`config.mk`:
```
export PLATFORM = sky130hd
export DESIGN_NAME = rdt_ctrl
export DESIGN_NICKNAME = d
export VERILOG_FILES = /design/src/rtl/rdt_pkg.sv /design/src/rtl/rdt_ctrl.sv
export SDC_FILE = /design/constraint.sdc
export NUM_CORES = 1
export LEC_CHECK = 0
export BUFFER_PORTS_ARGS = -buffer_cell sky130_fd_sc_hd__buf_2
export CORE_UTILIZATION = 45
export DETAILED_ROUTE_END_ITERATION = 7
export PLACE_DENSITY = 0.77
export SYNTH_ARGS = -nofsm -noshare
export SYNTH_HDL_FRONTEND = slang
export SYNTH_SLANG_ARGS = --single-unit
```
`constraint.sdc`:
```
create_clock -name clock -period 2.3 [get_ports clock]
set_input_delay 0.115 -clock clock [delete_from_list [all_inputs] [get_ports clock]]
set_output_delay 0.115 -clock clock [all_outputs]
set_load 0.005 [all_outputs]
```
`src/rtl/rdt_pkg.sv`:
```
`timescale 1ns / 1ps
package rdt_pkg;

   localparam int DEVICES = 16;
   localparam int SAMPLES = 16;
   localparam int TOTAL   = DEVICES * SAMPLES;

   localparam int DEV_W  = (DEVICES > 1) ? $clog2(DEVICES) : 1;
   localparam int SLOT_W = (SAMPLES > 1) ? $clog2(SAMPLES) : 1;
   localparam int ADDR_W = (TOTAL > 1) ? $clog2(TOTAL) : 1;
   localparam int CNT_W  = $clog2(SAMPLES + 1);
   localparam int LIN_W  = 43;
   localparam int SUM_W  = LIN_W + $clog2(SAMPLES);
   localparam int STEP_W = $clog2(SUM_W + 1);
   localparam int MAC_W  = 48;
   localparam int TIME_W = 48;
   localparam int LVL_W  = 8;
   localparam int AGE_W  = 32;
   localparam int CSR_IDX_W = 2;

   localparam logic [CSR_IDX_W-1:0] CSR_MAX_AGE     = 2'd0;
   localparam logic [CSR_IDX_W-1:0] CSR_EMPTY_LEVEL = 2'd1;

   localparam logic [AGE_W-1:0] MAX_AGE_RESET     = 32'd1000000;
   localparam logic [LVL_W-1:0] EMPTY_LEVEL_RESET = 8'hA1;
   localparam logic [7:0]       LIN_LAST          = 8'd128;
   localparam logic [7:0]       LEVEL_FLIP        = 8'h80;

   typedef enum logic [1:0] {
      OP_ADD    = 2'd0,
      OP_EXPIRE = 2'd1,
      OP_QUERY  = 2'd2,
      OP_CLEAR  = 2'd3
   } op_type;

   typedef enum logic [1:0] {
      ST_OK       = 2'd0,
      ST_FULL     = 2'd1,
      ST_REPLACED = 2'd2
   } status_code_type;

   typedef enum logic [3:0] {
      CMD_NONE,
      CMD_LOAD,
      CMD_CLEAR,
      CMD_SEARCH,
      CMD_FAIL,
      CMD_ALLOC,
      CMD_SLOT,
      CMD_OLD_SCAN,
      CMD_WRITE,
      CMD_EXP_SCAN,
      CMD_SUM_INIT,
      CMD_SUM_SCAN,
      CMD_DIV_START,
      CMD_LOOKUP,
      CMD_FINISH
   } cmd_type;

   typedef struct packed {
      op_type op;
      logic   found;
      logic   has_free;
      logic   has_empty;
      logic   scan_done;
      logic   cnt_zero;
      logic   div_done;
      logic   lookup_done;
   } dp_status_type;

   typedef logic [LIN_W-1:0] lin_table_type [0:128];

   // 10^(k/10) rounded, built from the mantissas of one decade
   function automatic lin_table_type build_lin();
      lin_table_type t;
      logic [63:0] m [0:9];
      logic [63:0] x;
      logic [63:0] half;
      int q;
      int j;
      int n;
      m[0] = 64'd1000000000000;
      m[1] = 64'd1258925411794;
      m[2] = 64'd1584893192461;
      m[3] = 64'd1995262314969;
      m[4] = 64'd2511886431510;
      m[5] = 64'd3162277660168;
      m[6] = 64'd3981071705535;
      m[7] = 64'd5011872336273;
      m[8] = 64'd6309573444802;
      m[9] = 64'd7943282347243;
      for (int k = 0; k <= 128; k++) begin
         q = k / 10;
         j = k % 10;
         if (q >= 12) begin
            x = m[j];
         end else begin
            half = 64'd5;
            for (n = q; n < 11; n++) half = half * 64'd10;
            x = m[j] + half;
            for (n = q; n < 12; n++) x = x / 64'd10;
         end
         t[k] = x[LIN_W-1:0];
      end
      return t;
   endfunction

   localparam lin_table_type LIN_TABLE = build_lin();

   function automatic logic [LIN_W-1:0] lin_of(input logic [7:0] k);
      logic [7:0] kk;
      kk = (k > LIN_LAST) ? LIN_LAST : k;
      return LIN_TABLE[kk];
   endfunction

endpackage

```
`src/rtl/rdt_ctrl.sv`:
```
`timescale 1ns / 1ps
module rdt_ctrl import rdt_pkg::*; (
   input  logic          clock,
   input  logic          reset,
   input  logic          req_tvalid,
   input  logic [1:0]    req_op,
   output logic          req_tready,
   input  logic          rsp_tready,
   output logic          rsp_tvalid,
   input  dp_status_type stat,
   output cmd_type       cmd,
   output logic          rsp_load
);

   typedef enum logic [4:0] {
      S_IDLE,
      S_CLEAR,
      S_SEARCH,
      S_DECIDE,
      S_FAIL,
      S_ALLOC,
      S_SLOT,
      S_OLDEST,
      S_WRITE,
      S_EXPIRE,
      S_SUM_PREP,
      S_SUM,
      S_DIV_START,
      S_DIV_WAIT,
      S_LOOKUP,
      S_FINISH,
      S_RESPOND
   } state_type;

   state_type state_ff, state_in;
   logic      rsp_valid_ff, rsp_valid_in;

   assign req_tready = (state_ff == S_IDLE);
   assign rsp_load   = (state_ff == S_RESPOND) && (!rsp_valid_ff || rsp_tready);
   assign rsp_tvalid = rsp_valid_ff;

   always_comb begin
      cmd = CMD_NONE;
      case (state_ff)
         S_IDLE:      cmd = req_tvalid ? CMD_LOAD : CMD_NONE;
         S_CLEAR:     cmd = CMD_CLEAR;
         S_SEARCH:    cmd = CMD_SEARCH;
         S_FAIL:      cmd = CMD_FAIL;
         S_ALLOC:     cmd = CMD_ALLOC;
         S_SLOT:      cmd = CMD_SLOT;
         S_OLDEST:    cmd = CMD_OLD_SCAN;
         S_WRITE:     cmd = CMD_WRITE;
         S_EXPIRE:    cmd = CMD_EXP_SCAN;
         S_SUM_PREP:  cmd = CMD_SUM_INIT;
         S_SUM:       cmd = CMD_SUM_SCAN;
         S_DIV_START: cmd = CMD_DIV_START;
         S_LOOKUP:    cmd = CMD_LOOKUP;
         S_FINISH:    cmd = CMD_FINISH;
         default:     cmd = CMD_NONE;
      endcase
   end

   always_comb begin
      state_in     = state_ff;
      rsp_valid_in = rsp_valid_ff;
      if (rsp_load) begin
         rsp_valid_in = 1'b1;
      end else if (rsp_tready) begin
         rsp_valid_in = 1'b0;
      end
      case (state_ff)
         S_IDLE: begin
            if (req_tvalid) begin
               state_in = (op_type'(req_op) == OP_CLEAR) ? S_CLEAR : S_SEARCH;
            end
         end
         S_CLEAR:  state_in = S_RESPOND;
         S_SEARCH: state_in = S_DECIDE;
         S_DECIDE: begin
            if (stat.found) begin
               case (stat.op)
                  OP_ADD:    state_in = S_SLOT;
                  OP_EXPIRE: state_in = S_EXPIRE;
                  default:   state_in = S_SUM_PREP;
               endcase
            end else if (stat.op == OP_ADD && stat.has_free) begin
               state_in = S_ALLOC;
            end else begin
               state_in = S_FAIL;
            end
         end
         S_FAIL:  state_in = S_RESPOND;
         S_ALLOC: state_in = S_SLOT;
         S_SLOT:  state_in = stat.has_empty ? S_WRITE : S_OLDEST;
         S_OLDEST: begin
            if (stat.scan_done) state_in = S_WRITE;
         end
         S_WRITE: state_in = S_SUM_PREP;
         S_EXPIRE: begin
            if (stat.scan_done) state_in = S_SUM_PREP;
         end
         S_SUM_PREP: state_in = S_SUM;
         S_SUM: begin
            if (stat.scan_done) state_in = stat.cnt_zero ? S_FINISH : S_DIV_START;
         end
         S_DIV_START: state_in = S_DIV_WAIT;
         S_DIV_WAIT: begin
            if (stat.div_done) state_in = S_LOOKUP;
         end
         S_LOOKUP: begin
            if (stat.lookup_done) state_in = S_FINISH;
         end
         S_FINISH: state_in = S_RESPOND;
         S_RESPOND: begin
            if (rsp_load) state_in = S_IDLE;
         end
         default: state_in = S_IDLE;
      endcase
   end

   always_ff @(posedge clock) begin
      if (reset) begin
         state_ff     <= S_IDLE;
         rsp_valid_ff <= 1'b0;
      end else begin
         state_ff     <= state_in;
         rsp_valid_ff <= rsp_valid_in;
      end
   end

endmodule

```
# Yosys cells after proc, flatten, opt, wreduce, memory -nomap -nowiden
# Cells that the tools add are included.
# word_totals
regBits	6
in_bits	15
n_memories	0
romBits	0
latchBits	0
word_cells	54
ram_bits	0
# classes
n_bitwise	0
eq_ne	25
n_reduce_logical	9
add_sub_neg	0
shift	0
n_mux	18
div	0
mul	0
order_cmp	0
# ops
op	n
case mux 5 bit (15 select lines)	1
case mux 4 bit (14 select lines)	1
equality test 5 x 4 -> 1 bit, second input constant	8
two-way mux 5 bit	8
equality test 5 x 3 -> 1 bit, second input constant	4
inequality test 2 bit, second input constant	7
equality test 5 x 2 -> 1 bit, second input constant	2
case mux 4 bit (2 select lines)	1
AND reduction 7 bit	1
equality test 5 x 1 -> 1 bit, second input constant	1
equality test 5 bit, second input constant	1
logical NOT 5 bit	1
two-way mux 1 bit	4
two-way mux 2 bit	2
two-way mux 4 bit	1
OR reduction 3 bit	1
equality test 2 x 1 -> 1 bit, second input constant	1
equality test 2 bit, second input constant	1
logical AND 1 bit	2
logical NOT 2 bit	1
nonzero test 2 bit	1
logical NOT 1 bit	1
logical OR 1 bit	1

# Logic depth before layout (Yosys ltp)
# Gate-level depths: netlist of the first run.
# logic_depth
depth_word	5
mapped_depth	7

# Least setup slack after synthesis of the first run
# Ideal clock, no wire load.
# synth_timing
path_type	flip-flop to flip-flop
startpoint	register state_ff[2]
endpoint	register state_ff[0]
synth_period_minus_slack_ns	1.721
slack_ns	0.579
path_stages_with_launch	6
required_time_ns	2.234
arrival_time_ns	1.655
setup_time_ns	0.066
cell_sequence	dfxtp_1 > buf_6 > or3_4 > or4_1 > a211o_1 > a21oi_2
# synth_via
elab_chain_len	4
elab_cells_between_ends	28
cone_classes	23 x eq/ne; 1 x mux; 4 x reduce/logical
# synth_lines
element	line	source
start, declared	rdt_ctrl.sv:35	state_type state_ff, state_in;
start signal, assigned	rdt_ctrl.sv:126	state_ff <= state_in;
equality test 5 bit	rdt_ctrl.sv:39, rdt_ctrl.sv:71	
logical AND 1 bit	rdt_ctrl.sv:39	assign rsp_load = (state_ff == S_RESPOND) && (!rsp_valid_ff || rsp_tready);
inequality test 2 bit (no source line)	-	
AND reduction 7 bit (no source line)	-	
# Several ways; a longest one is shown, not always the timed one.
# A chain may end at the register's enable or synchronous reset.

# Worst setup path after layout of the first run
# layout_timing
startpoint	register state_ff[0]
endpoint	register state_ff[3]
# The elaborated chain is that of the path after synthesis.

==> results of run 1 <==
==> power breakdown <==
part           internal (mW)  switching (mW)  total (mW)
logic                  0.174           0.175       0.349
clock network         0.0589          0.0355      0.0944
registers              0.125          0.0552       0.181
==> worst reg2reg max path: cells and delay by family, from the launching register on <==
family	cells	cell delay, ns
and+or+nand+nor	3	0.66
AOI/OAI and AO/OA	2	0.59
DFF	1	0.54
==> cell families after synthesis <==
logic type	share of synthesized area, %
compound gates	34.1
simple gates	36.5
flops	19.0
buf+inv	7.34
mux	1.59
xor+xnor	1.39
==> synthesized netlist by cell type (2+ instances only) <==
| library cell | number | area share, % |
|---|---|---|
| a211o_1 | 2 | 2.8 |
| a211oi_1 | 5 | 6.0 |
| a21oi_1 | 10 | 7.9 |
| a221oi_1 | 2 | 2.8 |
| clkbuf_1 | 5 | 3.0 |
| dfxtp_1 | 6 | 19 |
| inv_1 | 2 | 1.2 |
| nand2_1 | 4 | 2.4 |
| nand2b_1 | 4 | 4.0 |
| nand3_1 | 2 | 1.6 |
| nand3b_1 | 2 | 2.4 |
| nor2_1 | 10 | 6.0 |
| nor2b_1 | 3 | 3.0 |
| nor3_1 | 5 | 4.0 |
| o21ai_0 | 7 | 5.6 |
| o31a_1 | 2 | 2.8 |
| or3b_1 | 2 | 2.8 |
==> flip-flops by register name, summed over array words and instances (netlist names) <==
register / flops
rsp_tvalid: 1
state_ff: 5
==> cell type report <==
cell class / count / share of cell area (%)
Clock buffer: 3 / 2.95
Sequential cell: 6 / 15.7
Timing Repair Buffer: 24 / 16.7
Tap cell: 15 / 2.45
Inverter: 3 / 1.47
Multi-Input combinational cell: 75 / 60.7
==> routing by layer <==
layer	GRT usage [%]	vias to the layer above	part of all wire (%)
met3	3.98	0	9.3
met5	0	-	0
met1	31.7	338	42
li1	-	381	-
met2	39.8	41	49
met4	7.76	0	0
==> through the flow <==
step | cell area, µm² | instances | setup slack [ns] | util (%) | total power [mW]
after floorplan | 631 | 91 | 0.579 | - | 0.413
after global placement | 742 | 123 | 0.497 | 57.0 | 0.518
after detailed placement | 742 | 123 | 0.483 | 57.0 | 0.524
after CTS | 764 | 126 | 0.445 | 58.8 | 0.623
after global routing | 764 | 126 | 0.256 | 58.8 | 0.682
final | 764 | 126 | 0.424 | 58.8 | 0.624
==> worst min path at each step <==
stage                     startpoint          end  slack, ns  cells after the start
after floorplan                reset  state_ff[0]       0.18                      1
after global placement         reset  state_ff[0]       0.36                      2
after detailed placement       reset  state_ff[0]       0.37                      2
after CTS                      reset  state_ff[0]       0.11                      2
after global routing           reset  state_ff[0]       0.14                      2
final                          reset  state_ff[0]       0.12                      2
==> results.md, run 1 <==
* Status: complete, no violations
* Syn. warnings at 0
* First-pass iteration count of the detailed router at 4
* Number of buffers on the longest clock path at 2
* Critical path's slowest cell: dfxtp_1
* Vias in the first global route at 576
* Residual DRC at 0
* Cells along the critical path: or3b_1 -> a211oi_1 -> a221o_1 -> nor3_1 -> nor3_1
* Capturing instance or port of the critical path: state_ff[3]
* Clock tree from TritonCTS: yes
* Post-Syn Instances at 91
* Total setup buffers inserted after CTS at 0
* Number of hold violations in the final report at 0
* Area growth from synthesis to layout at 21.2%
* Worst min-delay path class: in2reg
* Most common cell after layout, fill and taps aside: buf_2
* Post-synth cell types at 35
* Total number of clock tree sinks at 6
* Worst Tran Pin Value at 0.406 ns
* Highest-count cells in the layout ignoring fill and taps: 21 x buf_2, 10 x nor2_1, 10 x a21oi_1, 7 x o21ai_0, 6 x dfxtp_1
* Worst hold-check slack at 0.123 ns
* Number of top-level pins at 22
* Power Dens Cells at 816 nW/µm²
* Number of setup violations in the final report at 0
* Leakage component of the power at 0.310 nW
* Critical path launch point: state_ff[0]
* Pin count of the biggest net entering global routing at 19
* Clock transition at the registers of the reported paths at 0.04 ns
* Core area at 1300 µm²
* Worst setup path category: reg2reg
* Top achievable clock speed at 0.533 GHz
* Clock Tree Root: clkbuf_4
* Unrepaired setup endpoints after global routing: no
* Final min period at 1.88 ns
* Number of buffers created by CTS at 3
* H-tree levels at 1
* Capture point of the worst reg-to-reg path: state_ff[3]
* Multi-input combinational cell area at 464 µm²
* Height of the chip at 39.4 µm
* Share of layout cells above drive strength 1 at 27.9%
* Area taken by flip-flops and latches at 120 µm²
* Post-synth top flop: dfxtp_1
* Final-report max-slew violation count at 0
* Number of antenna repair diodes at 0
* Number of buffers and inverters on the critical path at 0
* Register bit total from synthesis at 6
* Summed instance area of the synthesized netlist at 631 µm²
* Avg Synthesized Cell Area at 6.93 µm²
* Cell with the most instances on the worst path: nor3_1
* Setup TNS at 0 ns
* Initial antenna violation count at 0
* Die area at 1560 µm²
* R2R Setup Slk at 0.42 ns
* Syn Nets at 106
* Largest incremental delay on the critical path at 0.54 ns
* Max-capacitance violation count at 0
* Resized Gates After CTS at 0
* Fill cell instance count of the final layout at 128
* Worst-Skew Late Latency at 0.24 ns
* Worst Setup Start Kind: flip-flop
* Row cnt at 13
* Data arrival time of the critical path at 2.03 ns
* Mean routed wirelength per cell at 12.6 µm
* GR Overflow Total at 0
* Die outline width at 39.4 µm
* Number of enable-type register cells in the synthesized netlist at 0
* Final period util at 81.6%
* Initial Utilization at 48.5%
* Clock skew after layout at 0.00221 ns
* Drt initial violations at 30
* RR Startpoint: state_ff[0]
* Endpoint class of the critical path: flip-flop
* HPWL reported at the end of detailed placement at 1210 µm
* Total stage count of the critical path at 5
* Highest net fanout along the worst path at 11
* Max_slew headroom at 72.9%
* Number of vias per cell after detailed routing at 6.03
* Routability congestion estimate at 0.847
* Detailed-route via count at 760
* Number of port buffers at 21
* Total Nets Final at 128
* FF-to-FF path depth at 5
* Number of buffers inserted for hold repair after clock tree synthesis at 0
* Share of synthesized area occupied by flip-flops and latches at 19.0%
* Peak supply drop at 666 µV
* Data required time of the worst path at 2.46 ns
* Combined global-route utilization of all metal layers at 24.3%
* Kind of cell adding the most delay to the critical path: simple AND/OR/NAND/NOR gates
* Total wire length after detailed routing at 1580 µm
* Async set or reset register ratio after synthesis at 0%
* Number of nets with antenna violations after detailed routing at 0
* Global-route wire length before repair at 2570 µm
Note: power is estimated with default switching activity, not from simulation.
==> run 2: changes to the inputs <==
--- a/config.mk
+++ b/config.mk
@@ -6,7 +6,7 @@
 export NUM_CORES = 1
 export LEC_CHECK = 0
 export BUFFER_PORTS_ARGS = -buffer_cell sky130_fd_sc_hd__buf_2
-export CORE_UTILIZATION = 45
+export CORE_UTILIZATION = 43
 export DETAILED_ROUTE_END_ITERATION = 7
 export PLACE_DENSITY = 0.77
 export SYNTH_ARGS = -nofsm -noshare
==> constraint.sdc (replaced) <==
create_clock -name clock -period 1.5 [get_ports clock]
set_input_delay 0.075 -clock clock [delete_from_list [all_inputs] [get_ports clock]]
set_output_delay 0.075 -clock clock [all_outputs]
set_load 0.005 [all_outputs]
==> results.md, run 2 (synthesis results as in run 1) <==
* Die area at 1620 µm²
* Number of setup violations in the final report at 6
* Register with the most flip-flops: state_ff
* H-tree levels at 1
* Fraction of met1 tracks used by global routing at 30.3%
* Number of vias per cell after detailed routing at 5.74
* Clock skew after layout at 0.0110 ns
* Combined global-route utilization of all metal layers at 27.3%
* Capture point of the worst reg-to-reg path: state_ff[0]
* Final min period at 1.67 ns
* Final-report max-slew violation count at 0
* Status: finished, violations left
* Routability congestion estimate at 0.864
* Max-capacitance violation count at 0
* Row cnt at 13
* Initial antenna violation count at 0
* Highest-count cells in the layout ignoring fill and taps: 21 x buf_2, 12 x buf_4, 10 x a21oi_1, 8 x nor2_1
* Clock Tree Root: clkbuf_4
* Clock transition at the registers of the reported paths at 0.05 ns
* Post-route design area at 961 µm²
* Gr busiest metal: met2
* Number of nets with antenna violations after detailed routing at 0
* Worst hold path startpoint: reset
* Endpoint of the worst hold path: state_ff[1]
* Cell depth of the worst hold path at 2
* Vias in the first global route at 696
* Power Dens Cells at 1250 nW/µm²
* Data arrival time of the critical path at 1.84 ns
* Detailed-route via count at 810
* Setup TNS at -0.557 ns
* Height of the chip at 40.3 µm
* Endpoint class of the critical path: flip-flop
* Worst hold-check slack at 0.0821 ns
* Max_slew headroom at 80.6%
* Number of port buffers at 21
* Core area at 1330 µm²
* Clock tree from TritonCTS: yes
* Total wire length after detailed routing at 1960 µm
* Number of flip-flops under the largest register name at 5
* Total Nets Final at 143
* Total number of clock tree sinks at 6
* Final period util at 111%
* Met3 routing resource usage after global routing at 2.78%
* RR Startpoint: state_ff[3]
* Global-route wire length before repair at 2910 µm
* Leakage component of the power at 0.412 nW
* Peak supply drop at 797 µV
* Worst setup path category: reg2reg
* Number of hold violations in the final report at 0
* Unrepaired setup endpoints after global routing: yes
* Post-place instance area at 825 µm²
* Worst min-delay path class: in2reg
* Die outline width at 40.3 µm
* GR Overflow Total at 0
* Worst path setup slack after routing at -0.167 ns
* R2R Setup Slk at -0.17 ns
* Top achievable clock speed at 0.600 GHz
* HPWL reported at the end of detailed placement at 1360 µm
* Residual DRC at 0
* Number of buffers created by CTS at 3
* Number of top-level pins at 22
* Area growth from synthesis to layout at 52.4%
* Share of layout cells above drive strength 1 at 46.0%
* Pin count of the biggest net entering global routing at 15
* Highest net fanout along the worst path at 3
* Met2 Use GR at 50.0%
* Worst Setup Start Kind: flip-flop
* Initial Utilization at 47.3%
* Mean routed wirelength per cell at 13.9 µm
* Violated checks: negative setup slack
* Drt initial violations at 19
* First-pass iteration count of the detailed router at 4
* FF-to-FF path depth at 4
* Worst-Skew Late Latency at 0.25 ns
* Number of buffers on the longest clock path at 2
* Data required time of the worst path at 1.68 ns
* Worst Tran Pin Value at 0.288 ns
* Number of buffers inserted for hold repair after clock tree synthesis at 0
* Most common cell after layout, fill and taps aside: buf_2
* Number of antenna repair diodes at 0
-- run 2: changes by cell type in the layout (fill, tap and decap cells not counted), sizes merged --
cell	previous run	this run
buf	24	39
-- run 2: through the flow --
stage	worst slack [ns]	power, mW	utilization [%]	instances
floorplan	-0.218	0.636	-	91
global placement	-0.162	0.886	61.8	134
detailed placement	-0.193	0.906	61.8	134
CTS	-0.157	1.15	69.5	141
global route	-0.254	1.30	72.0	141
finish	-0.167	1.20	72.0	141
-- run 2: worst max path at each step --
stage | start | end | slack (ns)
finish | state_ff[3] | state_ff[0] | -0.17
global route | state_ff[4] | state_ff[3] | -0.25
CTS | state_ff[3] | state_ff[0] | -0.16
detailed placement | state_ff[3] | state_ff[0] | -0.19
global placement | state_ff[3] | state_ff[0] | -0.16
floorplan | state_ff[2] | state_ff[0] | -0.22
-- run 2: per-layer routing --
metal | wire length, µm | vias to the layer above
met4 | 14 | 0
li1 | - | 411
met5 | 0 | -
met1 | 885 | 370
met2 | 997 | 27
met3 | 59 | 2
-- run 2: cell type report --
class,count,area (µm²)
well taps,15,18.8
clock buffers,3,22.5
flip-flops and latches,6,123
repair buffers,39,263
inverters,3,11.3
fillers,106,373
multi-input cells,75,523
-- run 2: worst max-delay path: stages, from the launching register on --
cell and delay, ns:
dfxtp_2 0.31, or3_4 0.40, or4_1 0.51, a211o_1 0.28, a21oi_2 0.11
-- run 2: power breakdown --
| group | leakage (nW) | switching (mW) | internal, mW |
|---|---|---|---|
| sequential | 0.0496 | 0.0224 | 0.195 |
| clock | 0.0138 | 0.0635 | 0.0909 |
| combinational | 0.348 | 0.411 | 0.419 |
| total | 0.412 | 0.497 | 0.704 |
-- run 2: repair_timing --
| item | 4_1_cts | 5_1_grt |
|---|---|---|
| cloned | 0 | 0 |
| setup endpoints to repair | 7 | 9 |
| pin swaps | 2 | 3 |
| buffers inserted | 4 | 0 |
| gates resized for setup | 11 | 10 |
==> run 3: changes to the inputs <==
--- a/config.mk
+++ b/config.mk
@@ -9,6 +9,7 @@
 export CORE_UTILIZATION = 43
 export DETAILED_ROUTE_END_ITERATION = 7
 export PLACE_DENSITY = 0.77
+export SKIP_CTS_REPAIR_TIMING = 1
 export SYNTH_ARGS = -nofsm -noshare
 export SYNTH_HDL_FRONTEND = slang
 export SYNTH_SLANG_ARGS = --single-unit
==> results.md, run 3 (synthesis results as in run 1) <==
* Combinational cell fraction of total power at 69.6%
* Highest-count cells in the layout ignoring fill and taps: 21 x buf_2, 13 x buf_4, 10 x a21oi_1, 9 x nor2_1, 7 x o21ai_0
* Mean routed wirelength per cell at 13.9 µm
* Total number of clock tree sinks at 6
* Number of buffers created by CTS at 3
* Worst setup path category: reg2reg
* Kind of cell adding the most delay to the critical path: simple AND/OR/NAND/NOR gates
* Register with the most flip-flops: state_ff
* Worst-Skew Late Latency at 0.25 ns
* Sequential power share at 17.6%
* Final core area utilization at 69.9%
* Worst min-delay path class: in2reg
* Setup TNS at -0.554 ns
* Number of buffers and inverters on the critical path at 0
* Critical path's slowest cell: or4_4
* Number of hold violations in the final report at 0
* Data arrival time of the critical path at 1.86 ns
* Number of buffers on the longest clock path at 2
* Share of layout cells above drive strength 1 at 42.9%
* First-pass iteration count of the detailed router at 4
* Initial antenna violation count at 0
* Clock tree from TritonCTS: yes
* Number of top-level pins at 22
* Number of antenna repair diodes at 0
* Number of vias per cell after detailed routing at 5.84
* Clock Tree Root: clkbuf_4
* Pin count of the biggest net entering global routing at 19
* Fraction of met1 tracks used by global routing at 27.7%
* Drt initial violations at 19
* Clock skew after layout at 0.0117 ns
* HPWL reported at the end of detailed placement at 1360 µm
* GR Overflow Total at 0
* Detailed-route via count at 824
* Max-capacitance violation count at 0
* Leakage component of the power at 0.402 nW
* H-tree levels at 1
* Clk network pwr share at 12.8%
* Violated checks: negative setup slack
* Internal power at 0.732 mW
* Endpoint class of the critical path: flip-flop
* Most common cell after layout, fill and taps aside: buf_2
* Worst Tran Pin Value at 0.295 ns
* Worst path setup slack after routing at -0.184 ns
* Cells along the critical path: or3_4 -> or4_4 -> a211o_1 -> a21oi_2
* Area growth from synthesis to layout at 47.8%
* Number of nets with antenna violations after detailed routing at 0
* Top achievable clock speed at 0.594 GHz
* Routability congestion estimate at 0.864
* R2R Setup Slk at -0.18 ns
* Core area at 1330 µm²
* Met2 Use GR at 47.6%
* Power Dens Cells at 1320 nW/µm²
* Combined global-route utilization of all metal layers at 25.3%
* Worst Setup Start Kind: flip-flop
* Number of setup violations in the final report at 7
* Gr busiest metal: met2
* Switching Share at 40.3%
* Total Nets Final at 143
* Global-route wire length before repair at 2720 µm
* Data required time of the worst path at 1.68 ns
* Peak supply drop at 796 µV
* Fill cell instance count of the final layout at 124
* Unrepaired setup endpoints after global routing: yes
* Largest incremental delay on the critical path at 0.52 ns
* Max_slew headroom at 80.1%
* Status: finished, violations left
* Number of flip-flops under the largest register name at 5
* Height of the chip at 40.3 µm
* Die outline width at 40.3 µm
* Met3 routing resource usage after global routing at 1.67%
* Row cnt at 13
* Total net switching power at 0.494 mW
* Pre-CTS setup slack at -0.193 ns
* Initial Utilization at 47.3%
* Die area at 1620 µm²
* Final period util at 112%
* Vias in the first global route at 653
* Total wire length after detailed routing at 1960 µm
* Final min period at 1.68 ns
* Residual DRC at 0
* Clock transition at the registers of the reported paths at 0.06 ns
* Final-report max-slew violation count at 0
* Highest net fanout along the worst path at 3
* Number of port buffers at 21
-- run 3: cell counts in the layout (fill, tap and decap cells not counted) --
Identical to the previous run, type by type.
-- run 3: worst paths after layout --
check	startpoint	endpoint	cells past startpoint
worst max-delay path	state_ff[3]	state_ff[0]	4
worst min-delay path	reset	state_ff[1]	2
worst max register to register	state_ff[3]	state_ff[0]	4
worst min register to register	rsp_tvalid	rsp_tvalid	2
-- run 3: final cells by class --
type / instances / area [µm²] / share of cell area, %
Sequential cell: 6 / 121 / 13.0
Tap cell: 15 / 18.8 / 2.01
Inverter: 3 / 11.3 / 1.21
Timing Repair Buffer: 39 / 259 / 27.8
Clock buffer: 3 / 22.5 / 2.42
Multi-Input combinational cell: 75 / 499 / 53.6
-- run 3: power by group through the flow --
stage / Sequential [mW] / Clock, mW / Combinational, mW
floorplan: 0.218 / 0 / 0.418
global placement: 0.213 / 0 / 0.673
detailed placement: 0.214 / 0 / 0.692
CTS: 0.211 / 0.165 / 0.694
global route: 0.215 / 0.173 / 0.933
finish: 0.216 / 0.157 / 0.853
-- run 3: per-stage QoR --
step                      hold WS [ns]  area [µm²]  std cells  power, mW
after CTS                       0.0662         847        137       1.07
after floorplan                  0.137         632         91      0.636
after global routing            0.0788         932        141       1.32
after detailed placement         0.331         825        134      0.906
after global placement           0.324         825        134      0.886
final                           0.0809         932        141       1.23
-- run 3: metal layers --
metal  share of wire (%)  wire length [µm]  vias to the layer above
met3                 3.8                74                        4
met5                   0                 0                        -
li1                    -                 -                      412
met1                  44               871                      381
met2                  51               990                       27
met4                 1.2                23                        0
